### config.mk
export PLATFORM = sky130hd
export DESIGN_NAME = isd_lane
export DESIGN_NICKNAME = d
export VERILOG_FILES = /design/src/sv/isd_pkg.sv /design/src/sv/isd_ram.sv /design/src/sv/isd_lane.sv
export SDC_FILE = /design/constraint.sdc
export NUM_CORES = 2
export LEC_CHECK = 0
export BUFFER_PORTS_ARGS = -buffer_cell sky130_fd_sc_hd__buf_4
export CAP_MARGIN = 30
export CORE_AREA = 2 2 524 422
export DETAILED_ROUTE_END_ITERATION = 12
export DIE_AREA = 0 0 526 424
export PLACE_DENSITY = 0.54
export SKIP_LAST_GASP = 1
export SLEW_MARGIN = 30
export SYNTH_ARGS = -nofsm -noshare
export SYNTH_HDL_FRONTEND = slang
export SYNTH_HIERARCHICAL = 1
export SYNTH_SLANG_ARGS = --single-unit
### constraint.sdc
create_clock -name clk -period 8.5 [get_ports clk]
set_input_delay 0.85 -clock clk [delete_from_list [all_inputs] [get_ports clk]]
set_output_delay 0.85 -clock clk [all_outputs]
set_load 0.01 [all_outputs]
### src/sv/isd_pkg.sv
// isd_pkg: payload types, register indexes and fixed widths of the stationarity detector
// no dependencies; every other file of the block but isd_ram refers to it by scoped names
`timescale 1ns / 1ps

package isd_pkg;

  // fixed field widths
  localparam int SAMPLE_W  = 24;
  localparam int TIME_W    = 48;
  localparam int LIMIT_W   = 23;
  localparam int WIDE_W    = 24;
  localparam int CFG_IDX_W = 3;
  localparam int CFG_DAT_W = 24;
  localparam int WLEN_W    = 7;
  localparam int ROOT_IN_W = 48;
  localparam int ROOT_W    = 24;

  // command codes
  localparam logic CMD_IMU = 1'b0;
  localparam logic CMD_GPS = 1'b1;

  // register indexes
  localparam logic [CFG_IDX_W-1:0] REG_WINDOW_LENGTH  = 3'd0;
  localparam logic [CFG_IDX_W-1:0] REG_GYRO_STD_LIM   = 3'd1;
  localparam logic [CFG_IDX_W-1:0] REG_ACCEL_STD_LIM  = 3'd2;
  localparam logic [CFG_IDX_W-1:0] REG_GYRO_MEAN_LIM  = 3'd3;
  localparam logic [CFG_IDX_W-1:0] REG_VEL_AGE_LIM    = 3'd4;
  localparam logic [CFG_IDX_W-1:0] REG_GPS_SPEED_LIM  = 3'd5;

  typedef struct packed {
    logic                       command;
    logic [TIME_W-1:0]          time_us;
    logic signed [SAMPLE_W-1:0] gyro_x;
    logic signed [SAMPLE_W-1:0] gyro_y;
    logic signed [SAMPLE_W-1:0] gyro_z;
    logic signed [SAMPLE_W-1:0] accel_x;
    logic signed [SAMPLE_W-1:0] accel_y;
    logic signed [SAMPLE_W-1:0] vel_north;
    logic signed [SAMPLE_W-1:0] vel_east;
    logic [LIMIT_W-1:0]         vel_acc_north;
    logic [LIMIT_W-1:0]         vel_acc_east;
  } in_t;

  typedef struct packed {
    logic stationary;
    logic gps_recent;
  } out_t;

  // verdict of the merging stage
  typedef struct packed {
    logic full_ok;
    logic half_ok;
  } merge_res_t;

endpackage

### src/sv/isd_ram.sv
// isd_ram: generic single-write, single-read memory with registered read data
// no dependencies
`timescale 1ns / 1ps

module isd_ram #(
  parameter int WIDTH = 24,
  parameter int DEPTH = 64
) (
  input  logic                     clk,
  input  logic                     we,
  input  logic [$clog2(DEPTH)-1:0] waddr,
  input  logic [WIDTH-1:0]         wdata,
  input  logic [$clog2(DEPTH)-1:0] raddr,
  output logic [WIDTH-1:0]         rdata
);

  logic [WIDTH-1:0] mem [DEPTH];

  always_ff @(posedge clk) begin
    if (we) begin
      mem[waddr] <= wdata;
    end
    rdata <= mem[raddr];
  end

endmodule

### src/sv/isd_lane.sv
// isd_lane: one ring channel with its memory, squarer and running sum and sum of squares
// depends on isd_pkg for widths and on isd_ram
`timescale 1ns / 1ps

module isd_lane #(
  parameter int WINDOW_CAP = 64,
  parameter bit IS_SIGNED  = 1'b1
) (
  input  logic                                   clk,
  input  logic                                   rst_n,
  input  logic                                   wr_en,
  input  logic [$clog2(WINDOW_CAP)-1:0]          wr_addr,
  input  logic [isd_pkg::SAMPLE_W-1:0]           wr_data,
  input  logic                                   rd_en,
  input  logic [$clog2(WINDOW_CAP)-1:0]          rd_addr,
  input  logic                                   acc_clr,
  output logic signed [isd_pkg::SAMPLE_W+$clog2(WINDOW_CAP+1):0] sum,
  output logic [2*isd_pkg::SAMPLE_W+$clog2(WINDOW_CAP+1)-1:0]   sumsq
);

  localparam int AW = $clog2(WINDOW_CAP + 1);
  localparam int DW = isd_pkg::SAMPLE_W + 1;
  localparam int SW = DW + AW;
  localparam int QW = 2 * isd_pkg::SAMPLE_W + AW;

  logic [isd_pkg::SAMPLE_W-1:0] rdata;
  logic signed [DW-1:0]         d_ext;
  logic signed [DW-1:0]         d_r;
  logic signed [2*DW-1:0]       sq_r;
  logic                         v1_r, v2_r;
  logic signed [SW-1:0]         sum_r, sum_nxt;
  logic [QW-1:0]                sumsq_r, sumsq_nxt;

  isd_ram #(
    .WIDTH(isd_pkg::SAMPLE_W),
    .DEPTH(WINDOW_CAP)
  ) u_ram (
    .clk  (clk),
    .we   (wr_en),
    .waddr(wr_addr),
    .wdata(wr_data),
    .raddr(rd_addr),
    .rdata(rdata)
  );

  // sign or zero extension of the stored entry
  assign d_ext = {(IS_SIGNED ? rdata[isd_pkg::SAMPLE_W-1] : 1'b0), rdata};

  // running sums
  always_comb begin
    sum_nxt   = sum_r;
    sumsq_nxt = sumsq_r;
    if (acc_clr) begin
      sum_nxt   = '0;
      sumsq_nxt = '0;
    end else if (v2_r) begin
      sum_nxt   = sum_r + SW'(d_r);
      sumsq_nxt = sumsq_r + QW'(sq_r[2*isd_pkg::SAMPLE_W-1:0]);
    end
  end

  always_ff @(posedge clk) begin
    if (!rst_n) begin
      v1_r <= 1'b0;
      v2_r <= 1'b0;
    end else begin
      v1_r <= rd_en;
      v2_r <= v1_r;
    end
    d_r     <= d_ext;
    sq_r    <= d_ext * d_ext;
    sum_r   <= sum_nxt;
    sumsq_r <= sumsq_nxt;
  end

  assign sum   = sum_r;
  assign sumsq = sumsq_r;

endmodule

==> summary.txt <==
Die
  – Core area: 0.2185 mm²
  – Io pins: 128
  – Starting density of the core: 39.74%
  – Die width: 526 µm
  – Die area: 0.2230 mm²
  – Row count: 154
  – Die Span Y: 424 µm

Worst setup path
  – Worst EP required: 9180 ps
  – Crit end category: register
  – Crit-path most repeated cell: fa_1
  – Endpoint arrival time on the critical path: 8140 ps
  – R2R depth: 21
  – CP max stage delay: 770 ps
  – CP max-delay cell: fa_1
  – CP Cell Sequence: nand2_1 -> inv_1 -> fa_1 -> fa_1 -> inv_1 -> fa_1 -> inv_1 -> fa_1 -> fa_1 -> fa_1 -> fa_1 -> ha_1 -> a21o_1 -> a21oi_1 -> o21bai_1 -> a21o_1 -> a21oi_1 -> nor2_1 -> a221oi_1 -> a21oi_1 -> xor2_1
  – Crit start category: register
  – WS Path Type: reg2reg
  – CP max FO: 18

Global route
  – Global Route Usage Sum: 20.35%
  – Grt total ovfl: 0
  – Global-route wire length before repair: 333600 µm
  – Vias in the first global route: 47892
  – Pin count of the biggest net entering global routing: 94
  – Antenna violations before repair: 11

Logic synthesis
  – Synth area leader: edfxtp_1
  – Synth Warn #: 6
  – Gate Count Post-Synth: 5581
  – Post-synth top area share: 53.12%
  – Synth Flop Type: edfxtp_1
  – EDFF count, synth: 1536
  – FF+latch count, synth: 1719
  – Synth top area cells: edfxtp_1 (53%), fa_1 (13%), mux4_2 (9.2%), dfxtp_1 (4.2%), ha_1 (3.3%)
  – Fraction of registers with async set/reset: 0%
  – Syn nets: 6406
  – Register area share after synthesis: 57.34%
  – Post-Syn Area per Cell: 15.56 µm²
  – Cell Area, Synth: 0.08683 mm²
  – Synth cell types: 81

Drt
  – Antenna Nets Post-Route: 0
  – Drt total wl: 227300 µm
  – DRT iter0 DRCs: 4483
  – Drt drc: 0
  – First drt pass iteration count: 5
  – Avg WL per Cell: 25.85 µm
  – Vias/cell: 5.405
  – Vias: 47541

Clock network
  – Clk Latency, worst-skew pair: 850 ps
  – Clock Sink Count: 1719
  – TritonCTS Buffers: 179
  – Root buf cell: clkbuf_16
  – TritonCTS clock tree: done
  – Resized cells post-CTS: 0
  – Hold Buf Count CTS: 0
  – CTS clk-pin slew, worst paths: 60 ps
  – Clock buffer depth: 4
  – Postcts setup bufs: 0
  – # H-tree levels: 4

Placement
  – # placed instances: 8483
  – Global placer's final weighted congestion: 0.8666
  – IO buf count: 127
  – HPWL after DPL: 149100 µm

STA
  – Tmin final: 7453 ps
  – Setup TNS: 0 ps
  – Final Hold Fails: 0
  – Unrepaired setup endpoints after global routing: no
  – Final Skew: 91.97 ps
  – Final slew viol count: 0
  – Fmax: 134.2 MHz
  – Least-Margin Pin Slew: 1113 ps
  – Rel. slew slack: 24.99%
  – Final Cycle Share: 87.68%
  – Endpoints failing setup: 0

Finish
  – Synth-to-Final Area Change: 11.54%
  – Most common cell after layout, fill and taps aside: edfxtp_1
  – Fill cell count: 19342
  – Fin util: 44.33%
  – Commonest non-fill, non-tap cells in the layout: edfxtp_1 (1536), inv_1 (684), fa_1 (556)
  – Non-Filler Instances: 8795
  – Share of cells above drive strength 1: 16.93%
  – Nets: 6605

Worst hold path
  – Worst min path class: in2reg
  – Hold path depth: 2

Run
  – Max_cap viols: 0

Status
  – Status: complete, no violations
-- registers in the layout (all words and copies together), names as in the netlist --
name / count
v1_r: 1
sq_r: 47
u_ram/mem: 1536
v2_r: 1
sum: 32
d_r: 23
u_ram/rdata: 24
sumsq: 55
-- logic make-up after synthesis --
group	count (synthesis)	share of synthesized area, %
adders and majority gates	784	16.10
DFF	1719	57.34
AOI/OAI and AO/OA	614	4.793
muxes	544	11.46
xor gates and xnor gates	133	1.342
buffers and inverters	920	4.257
and+or+nand+nor	867	4.702
-- synth_stat cells, types with 12 or more instances --
cell type,number
a21oi_1,144
mux2i_1,135
o21a_1,23
a211oi_1,21
buf_4,31
a21o_1,67
nor3_1,25
nor2_1,234
xnor2_1,92
nand2b_1,26
buf_1,16
or3_1,17
xor2_1,41
dfxtp_1,183
a31oi_1,34
edfxtp_1,1536
o21ai_0,69
a221oi_1,56
and3_1,30
o21bai_1,23
mux4_2,355
mux2_2,54
o21ai_1,12
inv_1,684
nor2b_1,35
nand3_1,47
and2_1,108
nand2_1,290
ha_1,228
clkbuf_1,128
fa_1,556
buf_2,50
nand4_1,18
a22oi_1,32
o22ai_1,64
-- worst max-delay path, delay by kind of cell, from the launching register on --
family,cells,cell delay [ps]
compound gates,7,1210
xor+xnor,1,160
fa+ha+maj,8,4370
simple gates,2,260
buf+inv,3,620
flops,1,640
-- path summary, 6_finish.rpt --
kind / slack (ps) / from / to
min: 270 / rd_en / v1_r
min reg2reg: 350 / u_ram/rdata[22] / d_r[22]
max reg2reg: 1050 / u_ram/rdata[23] / sq_r[46]
max: 1050 / u_ram/rdata[23] / sq_r[46]
-- per-layer routing --
metal  GRT usage, %  up-vias  wire length, µm
met3          5.481      272            19730
met1          31.18    24855           107800
met5              0        -               63
met2          28.78     1648            95240
li1               -    20756                -
met4          4.420       10             4509
-- cell type report --
cell class	count	area [µm²]	area share, %
diodes	7	17.52	0.01809
clock buffers	218	4708	4.861
clock inverters	85	576.8	0.5955
inverters	686	2575	2.659
multi-input cells	2942	33540	34.63
flip-flops and latches	1719	49790	51.41
well taps	2886	3611	3.728
repair buffers	252	2028	2.094
-- metrics by stage --
stage | hold slack (ps) | setup slack, ps | area (µm²)
5_1_grt | 265.9 | 476.5 | 96840
3_5_place_dp | 365.2 | 983.5 | 91530
2_1_floorplan | 349.5 | 1580 | 86830
4_1_cts | 207.4 | 960.8 | 96820
6_report | 272.7 | 1047 | 96850
3_3_place_gp | 360.5 | 1056 | 91420
Power is not shown: default switching activity piles up to over one toggle a cycle in this logic, so the estimate is an artifact.
