$ cat src/sv/isd_pkg.sv
// isd_pkg: payload types, register indexes and fixed widths of the stationarity detector
// no dependencies; every other file of the block but isd_ram refers to it by scoped names
`timescale 1ns / 1ps

package isd_pkg;

  // fixed field widths
  localparam int SAMPLE_W  = 24;
  localparam int TIME_W    = 48;
  localparam int LIMIT_W   = 23;
  localparam int WIDE_W    = 24;
  localparam int CFG_IDX_W = 3;
  localparam int CFG_DAT_W = 24;
  localparam int WLEN_W    = 7;
  localparam int ROOT_IN_W = 48;
  localparam int ROOT_W    = 24;

  // command codes
  localparam logic CMD_IMU = 1'b0;
  localparam logic CMD_GPS = 1'b1;

  // register indexes
  localparam logic [CFG_IDX_W-1:0] REG_WINDOW_LENGTH  = 3'd0;
  localparam logic [CFG_IDX_W-1:0] REG_GYRO_STD_LIM   = 3'd1;
  localparam logic [CFG_IDX_W-1:0] REG_ACCEL_STD_LIM  = 3'd2;
  localparam logic [CFG_IDX_W-1:0] REG_GYRO_MEAN_LIM  = 3'd3;
  localparam logic [CFG_IDX_W-1:0] REG_VEL_AGE_LIM    = 3'd4;
  localparam logic [CFG_IDX_W-1:0] REG_GPS_SPEED_LIM  = 3'd5;

  typedef struct packed {
    logic                       command;
    logic [TIME_W-1:0]          time_us;
    logic signed [SAMPLE_W-1:0] gyro_x;
    logic signed [SAMPLE_W-1:0] gyro_y;
    logic signed [SAMPLE_W-1:0] gyro_z;
    logic signed [SAMPLE_W-1:0] accel_x;
    logic signed [SAMPLE_W-1:0] accel_y;
    logic signed [SAMPLE_W-1:0] vel_north;
    logic signed [SAMPLE_W-1:0] vel_east;
    logic [LIMIT_W-1:0]         vel_acc_north;
    logic [LIMIT_W-1:0]         vel_acc_east;
  } in_t;

  typedef struct packed {
    logic stationary;
    logic gps_recent;
  } out_t;

  // verdict of the merging stage
  typedef struct packed {
    logic full_ok;
    logic half_ok;
  } merge_res_t;

endpackage

$ cat src/sv/isd_sqrt.sv
// isd_sqrt: floor square root, two radicand bits per cycle
// depends on isd_pkg for widths
`timescale 1ns / 1ps

module isd_sqrt (
  input  logic                          clk,
  input  logic                          rst_n,
  input  logic                          start,
  input  logic [isd_pkg::ROOT_IN_W-1:0] radicand,
  output logic                          busy,
  output logic [isd_pkg::ROOT_W-1:0]    root
);

  localparam int RW = isd_pkg::ROOT_W + 2;
  localparam int CW = $clog2(isd_pkg::ROOT_W + 1);
  localparam logic [CW-1:0] LAST = CW'(isd_pkg::ROOT_W - 1);

  logic [isd_pkg::ROOT_IN_W-1:0] rad_r, rad_nxt;
  logic [RW-1:0]                 rem_r, rem_nxt;
  logic [isd_pkg::ROOT_W-1:0]    root_r, root_nxt;
  logic [CW-1:0]                 cnt_r, cnt_nxt;
  logic                          run_r, run_nxt;
  logic [RW+1:0]                 rem_sh, trial;

  // one digit step
  always_comb begin
    rem_sh   = {rem_r, rad_r[isd_pkg::ROOT_IN_W-1 -: 2]};
    trial    = {2'b00, root_r, 2'b01};
    rad_nxt  = rad_r;
    rem_nxt  = rem_r;
    root_nxt = root_r;
    cnt_nxt  = cnt_r;
    run_nxt  = run_r;
    if (start) begin
      rad_nxt  = radicand;
      rem_nxt  = '0;
      root_nxt = '0;
      cnt_nxt  = '0;
      run_nxt  = 1'b1;
    end else if (run_r) begin
      rad_nxt = rad_r << 2;
      if (rem_sh >= trial) begin
        rem_nxt  = RW'(rem_sh - trial);
        root_nxt = {root_r[isd_pkg::ROOT_W-2:0], 1'b1};
      end else begin
        rem_nxt  = RW'(rem_sh);
        root_nxt = {root_r[isd_pkg::ROOT_W-2:0], 1'b0};
      end
      cnt_nxt = cnt_r + CW'(1);
      if (cnt_r == LAST) begin
        run_nxt = 1'b0;
      end
    end
  end

  always_ff @(posedge clk) begin
    if (!rst_n) begin
      run_r <= 1'b0;
      cnt_r <= '0;
    end else begin
      run_r <= run_nxt;
      cnt_r <= cnt_nxt;
    end
    rad_r  <= rad_nxt;
    rem_r  <= rem_nxt;
    root_r <= root_nxt;
  end

  assign busy = run_r;
  assign root = root_r;

endmodule

$ cat config.mk
export PLATFORM = sky130hd
export DESIGN_NAME = isd_sqrt
export DESIGN_NICKNAME = d
export VERILOG_FILES = /design/src/sv/isd_pkg.sv /design/src/sv/isd_sqrt.sv
export SDC_FILE = /design/constraint.sdc
export NUM_CORES = 1
export LEC_CHECK = 0
export ABC_CLOCK_PERIOD_IN_PS = 4300
export BUFFER_PORTS_ARGS = -buffer_cell sky130_fd_sc_hd__buf_4
export CORE_ASPECT_RATIO = 1.2
export CORE_MARGIN = 3
export CORE_UTILIZATION = 63
export CTS_BUF_LIST = sky130_fd_sc_hd__clkbuf_16
export DETAILED_ROUTE_END_ITERATION = 16
export GPL_TIMING_DRIVEN = 1
export PLACE_DENSITY = 0.84
export SLEW_MARGIN = 30
export SYNTH_ARGS = -nofsm -noshare
export SYNTH_HDL_FRONTEND = slang
export SYNTH_SLANG_ARGS = --single-unit
export TNS_END_PERCENT = 1
$ cat constraint.sdc
create_clock -name clk -period 4.3 [get_ports clk]
set_clock_uncertainty 0.15 [all_clocks]
set_input_delay 0.645 -clock clk [delete_from_list [all_inputs] [get_ports clk]]
set_output_delay 0.645 -clock clk [all_outputs]
set_load 0.03 [all_outputs]
==> impl_metrics.toml <==
[worst_setup_path]
worstPathArrival_ns = 3.40
critPathMaxFanout = 12
r2r_slack_ns = 1.01
cp.required_ns = 4.41
reg2reg_from = "root[0]$_SDFFE_PP0P_"
slowest_stage = "nand2_1"
reg2reg_to = "rem_r[1]$_SDFFE_PP0P_"
timing.critical_path.mode_cell = "nand2_1"
path_cells = "inv_1 > ha_1 > nor2b_4 > o31a_2 > o211ai_2 > o31ai_4 > nand2_1 > nand2_1 > nand2b_1 > a311oi_2"
max_stage_delay_ns = 0.62
cp-end-kind = "register"
critical_path_class = "reg -> reg"
cp-start-kind = "register"
reg2reg_depth = 10

[finish]
final_common_cell = "buf_4"
final_util_pct = 76.1
diodes = 0
mostFrequentLayoutCells = "buf_4 (79), nor2_1 (58), dfxtp_1 (55)"
drive_above_1_share_pct = 26.3
nets = 686
syn_to_final_growth_pct = 15.5

[clocking]
htree_levels = 3
cts_hold_buf = 0
post_cts_buffers = 0
post_cts_resize_count = 0
clock-sinks = 104
tritoncts = "done"
worstSkewPairLatency_ns = 0.35
ctsRootBufferMaster = "clkbuf_16"
clkTransAtPathRegs_ns = 0.07
cts_buffers = 9
clk_path_buf_depth = 2

[synth]
synth_seq_area_share_pct = 44.5
syn_nets = 620
avgSynthCellArea_um2 = 10.6
ys_warn_count = 0
yosys.cell_types.count = 68
synth_edf_count = 48
async_reset_ff_share_pct = 0
synth-seq-cells = 104
syn-instance-count = 542
ys.flop_type = "dfxtp_1"
syn_area_um2 = 5760

[timing]
hold_viol_final = 0
finalCriticalPeriod_ns = 3.29
clock.fmax_mhz = 304
tightest_slew_ns = 0.812
report.final.setup_viol = 0
slew_violations = 0
finalCritPeriodShare_pct = 76.5
grt_setup_unrepaired = "no"
finalSetupTns_ns = 0
slew_headroom_pct = 45.7

[floorplanning]
die-area_um2 = 10300
core_area_um2 = 8750
die_height_um = 111
pin_count = 76
initial_core_util_pct = 65.9
num_rows = 37
die_w_um = 93.3

[drt]
dr.pass1.iters = 8
wl_met2_um = 6220
met1_length_um = 4920
drt_iter0_drc = 324
wl_met3_um = 712
vias_per_cell = 5.95
detail-route-antenna-nets = 0
wl_um = 12200
drc_errors = 0
highest_layer = "met4"
vias = 4342
routedWlPerCell_um = 16.7

[grt]
grt_max_degree = 57
grt_pass1_vias = 4635
grt_use_total_pct = 24.7
grt.overflow.total = 0
grt_pass1_wl_um = 20800
antenna_found_initial = 0

[min_path]
min_to = "rem_r[25]$_SDFFE_PP0P_"
worst_hold_path.num_cells = 2
min_from = "rem_r[25]$_SDFFE_PP0P_"
hp-class = "reg -> reg"

[pwr]
power_leakage_nw = 2.71
pwr_density_cell_nw_per_um2 = 648
peakVddDrop_uv = 348

[place]
gp_congestion = 0.890
io_buffers = 75
dp_hpwl_um = 8430

[status]
status = "completed"

[flow_run]
maxCapViolCount = 0
==> stage by stage <==
stage	cells	area [um2]	power, mW	setup slack, ns	hold WS, ns
after floorplan	542	5760	3.06	1.41	0.275
after global placement	714	6360	3.39	1.20	0.285
after detailed placement	714	6360	3.46	1.09	0.299
after CTS	730	6660	4.30	1.04	0.311
after global routing	730	6660	4.58	0.751	0.340
final	730	6660	4.32	1.01	0.310
==> state kept, by name, summed over array words and instances, names as in the netlist <==
name	cells
busy	1
rad_r	48
cnt_r	5
rem_r	26
root	24
==> how the worst max path moves through the flow <==
| stage | startpoint | endpoint | slack, ns | cells after the start |
|---|---|---|---|---|
| final | root[0]$_SDFFE_PP0P_ | rem_r[1]$_SDFFE_PP0P_ | 1.01 | 10 |
| after global routing | root[9]$_SDFFE_PP0P_ | rem_r[9]$_SDFFE_PP0P_ | 0.75 | 11 |
| after CTS | root[0]$_SDFFE_PP0P_ | rem_r[1]$_SDFFE_PP0P_ | 1.04 | 10 |
| after detailed placement | root[9]$_SDFFE_PP0P_ | rem_r[1]$_SDFFE_PP0P_ | 1.09 | 11 |
| after global placement | root[0]$_SDFFE_PP0P_ | rem_r[20]$_SDFFE_PP0P_ | 1.20 | 10 |
| after floorplan | root[9]$_SDFFE_PP0P_ | rem_r[4]$_SDFFE_PP0P_ | 1.41 | 12 |
==> power by group <==
part | switching [mW] | leakage (nW) | internal, mW | total, mW
registers | 0.0932 | 0.941 | 1.18 | 1.27
clock network | 0.372 | 0.139 | 0.453 | 0.825
logic | 1.27 | 1.63 | 0.953 | 2.22
total | 1.73 | 2.71 | 2.58 | 4.32
==> area by class of cell <==
cell class | count | area (um2)
multi-input combinational | 381 | 2940
sequential | 104 | 2560
fill | 575 | 2090
timing repair buffer | 79 | 593
clock buffer | 9 | 225
tap | 117 | 146
inverter | 33 | 124
clock inverter | 7 | 70.1
==> routing by layer <==
| metal | track usage [%] | up-vias |
|---|---|---|
| li1 | - | 2113 |
| met1 | 27.1 | 2062 |
| met2 | 43.4 | 143 |
| met3 | 7.20 | 24 |
| met4 | 10.9 | 0 |
| met5 | 0 | - |
==> worst max-delay path, delay by kind of cell, from the launching register on <==
| kind | cells | cell delay (ns) |
|---|---|---|
| and+or+nand+nor | 4 | 1.30 |
| AOI/OAI and AO/OA | 4 | 0.92 |
| DFF | 1 | 0.37 |
| adders and majority gates | 1 | 0.36 |
| buffers and inverters | 1 | 0.08 |
==> logic make-up after synthesis <==
kind of cell               Yosys count  synth area share (%)
xor gates and xnor gates            23                  3.50
and+or+nand+nor                    131                  10.9
AOI/OAI and AO/OA                  113                  14.6
DFF                                104                  44.5
muxes                               87                  16.1
buffers and inverters               57                  4.58
adders and majority gates           27                  5.86
==> cells in the mapped netlist, types with 2 or more instances <==
| master | instances | share of area [%] |
|---|---|---|
| a21boi_0 | 3 | 0.39 |
| clkbuf_1 | 12 | 0.78 |
| a21oi_1 | 33 | 2.9 |
| or3_1 | 2 | 0.22 |
| nor3_1 | 3 | 0.26 |
| nor2b_1 | 5 | 0.54 |
| mux2i_1 | 41 | 7.1 |
| a311oi_2 | 2 | 0.52 |
| buf_6 | 4 | 0.78 |
| o31ai_1 | 2 | 0.26 |
| nand2_2 | 2 | 0.22 |
| xnor2_1 | 12 | 1.8 |
| a211oi_1 | 18 | 2.3 |
| a31oi_1 | 2 | 0.22 |
| dfxtp_1 | 56 | 19 |
| nand3_1 | 6 | 0.52 |
| xor2_1 | 11 | 1.7 |
| and2_1 | 3 | 0.33 |
| inv_1 | 32 | 2.1 |
| a32oi_1 | 3 | 0.46 |
| o21ai_0 | 16 | 1.4 |
| o21a_1 | 3 | 0.39 |
| a2111oi_0 | 2 | 0.30 |
| mux2_2 | 46 | 9.0 |
| nand2b_1 | 2 | 0.22 |
| a21o_1 | 9 | 1.2 |
| edfxtp_1 | 48 | 25 |
| ha_1 | 27 | 5.9 |
| o21ai_1 | 3 | 0.26 |
| nor2_1 | 58 | 3.8 |
| nand4_1 | 8 | 0.87 |
| nand2_1 | 29 | 1.9 |
| buf_1 | 2 | 0.13 |
| buf_4 | 3 | 0.39 |
Power figures use the tool's default switching activity.
