===== src/sv/isd_pkg.sv =====
// isd_pkg: payload types, register indexes and fixed widths of the stationarity detector
// no dependencies; every other file of the block but isd_ram refers to it by scoped names
`timescale 1ns / 1ps

package isd_pkg;

  // fixed field widths
  localparam int SAMPLE_W  = 24;
  localparam int TIME_W    = 48;
  localparam int LIMIT_W   = 23;
  localparam int WIDE_W    = 24;
  localparam int CFG_IDX_W = 3;
  localparam int CFG_DAT_W = 24;
  localparam int WLEN_W    = 7;
  localparam int ROOT_IN_W = 48;
  localparam int ROOT_W    = 24;

  // command codes
  localparam logic CMD_IMU = 1'b0;
  localparam logic CMD_GPS = 1'b1;

  // register indexes
  localparam logic [CFG_IDX_W-1:0] REG_WINDOW_LENGTH  = 3'd0;
  localparam logic [CFG_IDX_W-1:0] REG_GYRO_STD_LIM   = 3'd1;
  localparam logic [CFG_IDX_W-1:0] REG_ACCEL_STD_LIM  = 3'd2;
  localparam logic [CFG_IDX_W-1:0] REG_GYRO_MEAN_LIM  = 3'd3;
  localparam logic [CFG_IDX_W-1:0] REG_VEL_AGE_LIM    = 3'd4;
  localparam logic [CFG_IDX_W-1:0] REG_GPS_SPEED_LIM  = 3'd5;

  typedef struct packed {
    logic                       command;
    logic [TIME_W-1:0]          time_us;
    logic signed [SAMPLE_W-1:0] gyro_x;
    logic signed [SAMPLE_W-1:0] gyro_y;
    logic signed [SAMPLE_W-1:0] gyro_z;
    logic signed [SAMPLE_W-1:0] accel_x;
    logic signed [SAMPLE_W-1:0] accel_y;
    logic signed [SAMPLE_W-1:0] vel_north;
    logic signed [SAMPLE_W-1:0] vel_east;
    logic [LIMIT_W-1:0]         vel_acc_north;
    logic [LIMIT_W-1:0]         vel_acc_east;
  } in_t;

  typedef struct packed {
    logic stationary;
    logic gps_recent;
  } out_t;

  // verdict of the merging stage
  typedef struct packed {
    logic full_ok;
    logic half_ok;
  } merge_res_t;

endpackage


===== src/sv/isd_merge.sv =====
// isd_merge: combines the lane sums into variance and mean terms and compares them to the limits
// depends on isd_pkg for widths and the verdict type
`timescale 1ns / 1ps

module isd_merge #(
  parameter int WINDOW_CAP = 64
) (
  input  logic                                   clk,
  input  logic                                   rst_n,
  input  logic                                   start,
  input  logic [$clog2(WINDOW_CAP+1)-1:0]        w,
  input  logic signed [isd_pkg::SAMPLE_W+$clog2(WINDOW_CAP+1):0] gx_sum,
  input  logic signed [isd_pkg::SAMPLE_W+$clog2(WINDOW_CAP+1):0] gy_sum,
  input  logic signed [isd_pkg::SAMPLE_W+$clog2(WINDOW_CAP+1):0] gz_sum,
  input  logic signed [isd_pkg::SAMPLE_W+$clog2(WINDOW_CAP+1):0] a_sum,
  input  logic [2*isd_pkg::SAMPLE_W+$clog2(WINDOW_CAP+1)-1:0]   gx_sq,
  input  logic [2*isd_pkg::SAMPLE_W+$clog2(WINDOW_CAP+1)-1:0]   gy_sq,
  input  logic [2*isd_pkg::SAMPLE_W+$clog2(WINDOW_CAP+1)-1:0]   gz_sq,
  input  logic [2*isd_pkg::SAMPLE_W+$clog2(WINDOW_CAP+1)-1:0]   a_sq,
  input  logic [isd_pkg::LIMIT_W-1:0]            gyro_std_lim,
  input  logic [isd_pkg::LIMIT_W-1:0]            accel_std_lim,
  input  logic [isd_pkg::LIMIT_W-1:0]            gyro_mean_lim,
  output logic                                   done,
  output isd_pkg::merge_res_t                    res
);

  localparam int AW  = $clog2(WINDOW_CAP + 1);
  localparam int SW  = isd_pkg::SAMPLE_W + 1 + AW;
  localparam int SXW = SW - 1;
  localparam int QW  = 2 * isd_pkg::SAMPLE_W + AW;
  localparam int PW  = 2 * SXW;
  localparam int CW  = PW + 4;

  // sequencer steps
  localparam logic [3:0] ST_GX    = 4'd0;
  localparam logic [3:0] ST_GY    = 4'd1;
  localparam logic [3:0] ST_GZ    = 4'd2;
  localparam logic [3:0] ST_ACC   = 4'd3;
  localparam logic [3:0] ST_WLG   = 4'd4;
  localparam logic [3:0] ST_WLA   = 4'd5;
  localparam logic [3:0] ST_WLM   = 4'd6;
  localparam logic [3:0] ST_SQM   = 4'd7;
  localparam logic [3:0] ST_LASTM = 4'd8;
  localparam logic [3:0] ST_CMP   = 4'd9;

  logic [3:0]     step_r;
  logic           run_r, done_r;
  logic [SXW-1:0] mag_gx, mag_gy, mag_gz, mag_a;
  logic [QW-1:0]  mw_b;
  logic [SXW-1:0] sq_a;
  logic [PW-1:0]  mw_r, sq_r;
  logic [CW-1:0]  gvar_r, gmean_r, avar_r, gl_r, al_r, ml_r;
  logic [CW-1:0]  gvar_nxt, gmean_nxt, avar_nxt, gl_nxt, al_nxt, ml_nxt;
  isd_pkg::merge_res_t res_r;

  function automatic logic [SXW-1:0] mag(input logic signed [SW-1:0] v);
    logic [SW-1:0] a;
    a = v[SW-1] ? SW'(-v) : SW'(v);
    return a[SXW-1:0];
  endfunction

  assign mag_gx = mag(gx_sum);
  assign mag_gy = mag(gy_sum);
  assign mag_gz = mag(gz_sum);
  assign mag_a  = mag(a_sum);

  // operand selection for the two multipliers
  always_comb begin
    mw_b = '0;
    sq_a = '0;
    case (step_r)
      ST_GX:  begin mw_b = gx_sq; sq_a = mag_gx; end
      ST_GY:  begin mw_b = gy_sq; sq_a = mag_gy; end
      ST_GZ:  begin mw_b = gz_sq; sq_a = mag_gz; end
      ST_ACC: begin mw_b = a_sq;  sq_a = mag_a;  end
      ST_WLG: begin mw_b = QW'(gyro_std_lim); end
      ST_WLA: begin mw_b = QW'(accel_std_lim); sq_a = mw_r[SXW-1:0]; end
      ST_WLM: begin mw_b = QW'(gyro_mean_lim); sq_a = mw_r[SXW-1:0]; end
      ST_SQM: begin sq_a = mw_r[SXW-1:0]; end
      default: ;
    endcase
  end

  // accumulate what the previous step multiplied
  always_comb begin
    gvar_nxt  = gvar_r;
    gmean_nxt = gmean_r;
    avar_nxt  = avar_r;
    gl_nxt    = gl_r;
    al_nxt    = al_r;
    ml_nxt    = ml_r;
    if (start) begin
      gvar_nxt  = '0;
      gmean_nxt = '0;
    end else if (run_r) begin
      case (step_r)
        ST_GY, ST_GZ, ST_ACC: begin
          gvar_nxt  = gvar_r + CW'(mw_r) - CW'(sq_r);
          gmean_nxt = gmean_r + CW'(sq_r);
        end
        ST_WLG:   avar_nxt = CW'(mw_r) - CW'(sq_r);
        ST_WLM:   gl_nxt   = CW'(sq_r) + (CW'(sq_r) << 1);
        ST_SQM:   al_nxt   = CW'(sq_r);
        ST_LASTM: ml_nxt   = CW'(sq_r);
        default: ;
      endcase
    end
  end

  always_ff @(posedge clk) begin
    if (!rst_n) begin
      run_r  <= 1'b0;
      step_r <= ST_GX;
      done_r <= 1'b0;
    end else begin
      done_r <= 1'b0;
      if (start) begin
        run_r  <= 1'b1;
        step_r <= ST_GX;
      end else if (run_r) begin
        step_r <= step_r + 4'd1;
        if (step_r == ST_CMP) begin
          run_r  <= 1'b0;
          done_r <= 1'b1;
        end
      end
    end
    mw_r    <= PW'(w) * PW'(mw_b);
    sq_r    <= PW'(sq_a) * PW'(sq_a);
    gvar_r  <= gvar_nxt;
    gmean_r <= gmean_nxt;
    avar_r  <= avar_nxt;
    gl_r    <= gl_nxt;
    al_r    <= al_nxt;
    ml_r    <= ml_nxt;
    // limit compares, plain and with halved limits
    if (run_r && step_r == ST_CMP) begin
      res_r.full_ok <= (gvar_r < gl_r) && (avar_r < al_r) && (gmean_r < ml_r);
      res_r.half_ok <= ((gvar_r << 2) < gl_r) && ((avar_r << 2) < al_r) &&
                       ((gmean_r << 2) < ml_r);
    end
  end

  assign done = done_r;
  assign res  = res_r;

endmodule


===== config.mk =====
export PLATFORM = sky130hd
export DESIGN_NAME = isd_merge
export DESIGN_NICKNAME = d
export VERILOG_FILES = /design/src/sv/isd_pkg.sv /design/src/sv/isd_merge.sv
export SDC_FILE = /design/constraint.sdc
export NUM_CORES = 2
export LEC_CHECK = 0
export ABC_CLOCK_PERIOD_IN_PS = 13800
export CORE_MARGIN = 2
export CORE_UTILIZATION = 50
export CTS_CLUSTER_DIAMETER = 100
export DETAILED_ROUTE_END_ITERATION = 16
export DONT_BUFFER_PORTS = 1
export HOLD_SLACK_MARGIN = 0.1
export SYNTH_ARGS = -nofsm -noshare
export SYNTH_HDL_FRONTEND = slang
export SYNTH_SLANG_ARGS = --single-unit

===== constraint.sdc =====
create_clock -name clk -period 13.8 [get_ports clk]
set_input_delay 0.69 -clock clk [delete_from_list [all_inputs] [get_ports clk]]
set_output_delay 0.69 -clock clk [all_outputs]
set_load 0.01 [all_outputs]

==> reports/metrics.csv <==
stage;metric;value;unit
outcome;outcome;finished clean;
min_path;hold_class;primary input to flip-flop;
routing;finalWirelength;282000;microns
global_routing;grt_pass1_vias;69044;
synthesis;yosys.area_share.adder;40.9;%
synthesis;yosys_warnings;0;
routing;vias;67922;
die;die_y;409;microns
timing;finalCriticalPeriod;11.14;ns
setup_path;cp-start-kind;primary input;
timing;max_slew.worst_pin.slew;1.16;ns
min_path;min-delay-start;rst_n;
placement;io_buffer_count;0;
die;initial_core_util;50.4;%
clock_tree;clockBufferDepth;3;
clock_tree;clk_pin_slew;0.06;ns
placement;place_congestion;1.09;
timing;fin_setup_tns;0;ns
synthesis;synth_mux_area_share;0.151;%
global_routing;gr-total-overflow;0;
synthesis;synth_top_family_by_area;adder cells;
die;die_w;409;microns
synthesis;synthSimpleGateAreaFrac;13.9;%
die;dieArea;167000;sq um
routing;top_layer_used;met5;
global_routing;grt_use_total;33.6;%
timing;relSlewSlack;22.7;%
synthesis;netlist.area_leader.share;26.3;%
routing;vias_per_cell;5.84;
flow_run;max_cap_viol_count;0;
clock_tree;clkLatencyLatePin;0.68;ns
synthesis;yosysSeqAreaShare;15.5;%
synthesis;synth_top_flop_cell;dfxtp_1;
layout;nets;11840;
synthesis;async_flop_share;0;%
routing;wl_met1;117000;microns
routing;wl_met2;125000;microns
synthesis;synth_nets;11976;
synthesis;synth-xor-area-share;4.97;%
layout;final_layout_size_suffix_gt1_share;3.19;%
setup_path;cp_data_required_time;14.33;ns
clock_tree;cts_tree;built;
synthesis;syn_inst;9510;
global_routing;grt_max_degree;73;
die;rows;148;
synthesis;synth_edf_count;250;
timing;finalClockSkew;0.0362;ns
clock_tree;numCtsBuffers;71;
synthesis;synth_common_cells;inv_1, nand2_1, fa_1;
setup_path;crit_path_frequent_cell;fa_1;
timing;setup_viol;0;
timing;max_freq;89.8;MHz
routing;antenna_left;0;
timing;hold_viol_final;0;
synthesis;synth_most_common_cell;inv_1;
routing;drtPass1Iterations;17;
routing;post-route-drc-count;0;
synthesis;synth_compound_area_share;14.8;%
setup_path;cp-end-kind;flip-flop;
global_routing;antenna_found_initial;30;
setup_path;arrival;11.67;ns
layout;areaGrowthSynthToFinish;6.03;%
timing;finalMaxSlewViolations;0;
synthesis;synth_cell_type_count;85;
clock_tree;htreeDepth;3;
timing;rsz0062_at_grt;no;
clock_tree;cts_setup_buffers;0;
synthesis;synth_top_area_cell;fa_1;
placement;dp_hpwl;230000;microns
setup_path;r2r-start;step_r[0];
timing;fin_crit_sh;80.7;%
routing;wl_per_cell;24.3;microns
setup_path;crit_family;adder cells;
die;core-area;163000;sq um
routing;met3_length;28100;microns
setup_path;cp_slowest_cell;inv_1;
synthesis;synth_seq_cells;511;
synthesis;netlist_area;82100;sq um
clock_tree;clock-sinks;511;
clock_tree;root_buffer;clkbuf_16;
global_routing;grt_pass1_wl;427000;microns
setup_path;worstPathMaxFanout;20;
setup_path;critPathLaunch;gy_sum[8];
die;ios;430;
setup_path;cp_num_buf_inv;5;
routing;drt_first_iter_violations;5964;
synthesis;synthTopCellsByArea;fa_1, ha_1, edfxtp_1;
synthesis;syn_avg_cell_area;8.63;sq um
setup_path;crit_type;primary input to flip-flop;
setup_path;slowest_delay;0.89;ns
## registers in the layout (all words and copies together), names as in the netlist
register and count:
sq_r 61, step_r 4, avar_r 63, ml_r 61
al_r 61, mw_r 62, gvar_r 66, done 1
run_r 1, gmean_r 66, gl_r 63, res 2
## worst register-to-register path: cells and delay by family (launching register included)
family	cells	cell delay, ns
fa+ha+maj	10	4.35
simple gates	7	2.45
compound gates	5	1.56
buf+inv	7	1.53
flops	1	0.42
xor+xnor	2	0.41
## cell usage in the layout, fill, tap and decap left out, types with 87 or more instances in the layout
cell type  synthesis  routed
a21o_1           325     325
a21oi_1          589     589
a22oi_1          116     116
and2_1            94      90
buf_4              1     121
dfxtp_1          261     261
edfxtp_1         250     250
fa_1            1078    1078
ha_1             961     961
inv_1           1751    1751
nand2_1         1100    1100
nand3_1          134     134
nand4_1          148     148
nor2_1           524     522
nor2b_1          102     102
nor3_1            89      87
o21ai_0          338     338
xnor2_1          247     247
xor2_1           219     219
## cell type report
class / instances / area (sq um)
Timing Repair Buffer: 125 / 966
Clock buffer: 98 / 2030
Fill cell: 15260 / 75900
Inverter: 1765 / 6630
Clock inverter: 33 / 388
Antenna cell: 19 / 47.5
Sequential cell: 511 / 12700
Multi-Input combinational cell: 6900 / 61500
Tap cell: 2175 / 2720
## through the flow
step	setup slack [ns]	instances	utilization (%)	hold slack [ns]	cell area (sq um)
floorplan	3.82	9510	-	0.425	82100
global placement	2.33	11472	51.9	0.436	84500
detailed placement	2.16	11472	51.9	0.458	84500
CTS	2.81	11607	53.4	0.133	87000
global route	2.42	11611	53.4	0.166	87000
finish	2.66	11626	53.4	0.176	87000
## cell families after synthesis
group | count (synthesis)
AND/OR/NAND/NOR | 2489
buffers and inverters | 2099
adder cells (fa/ha/maj) | 2039
AO/OA/AOI/OAI | 1893
flip-flops | 511
XOR/XNOR | 466
multiplexers | 12
other | 1
## metal layers
layer  GRT usage, %  up-vias
li1               -    31152
met1           43.9    33451
met2           52.6     2737
met3           10.1      560
met4           12.4       22
met5          0.287        -
## worst paths after layout
path | cells after the start | slack [ns] | to
setup / recovery | 33 | 2.66 | sq_r[52]
hold / removal | 1 | 0.18 | run_r
setup reg to reg | 31 | 2.96 | sq_r[52]
hold reg to reg | 2 | 0.46 | gvar_r[65]
## what timing repair did
item                                    4_1_cts  5_1_grt
hold endpoints to repair                     55        0
hold buffers                                  4        0
endpoints found under the setup margin        0        0
gates resized for setup                       0        0
Power is left out: the tool's default activity adds up to more than one toggle a clock period on the data nets, which glitch-free logic cannot reach.
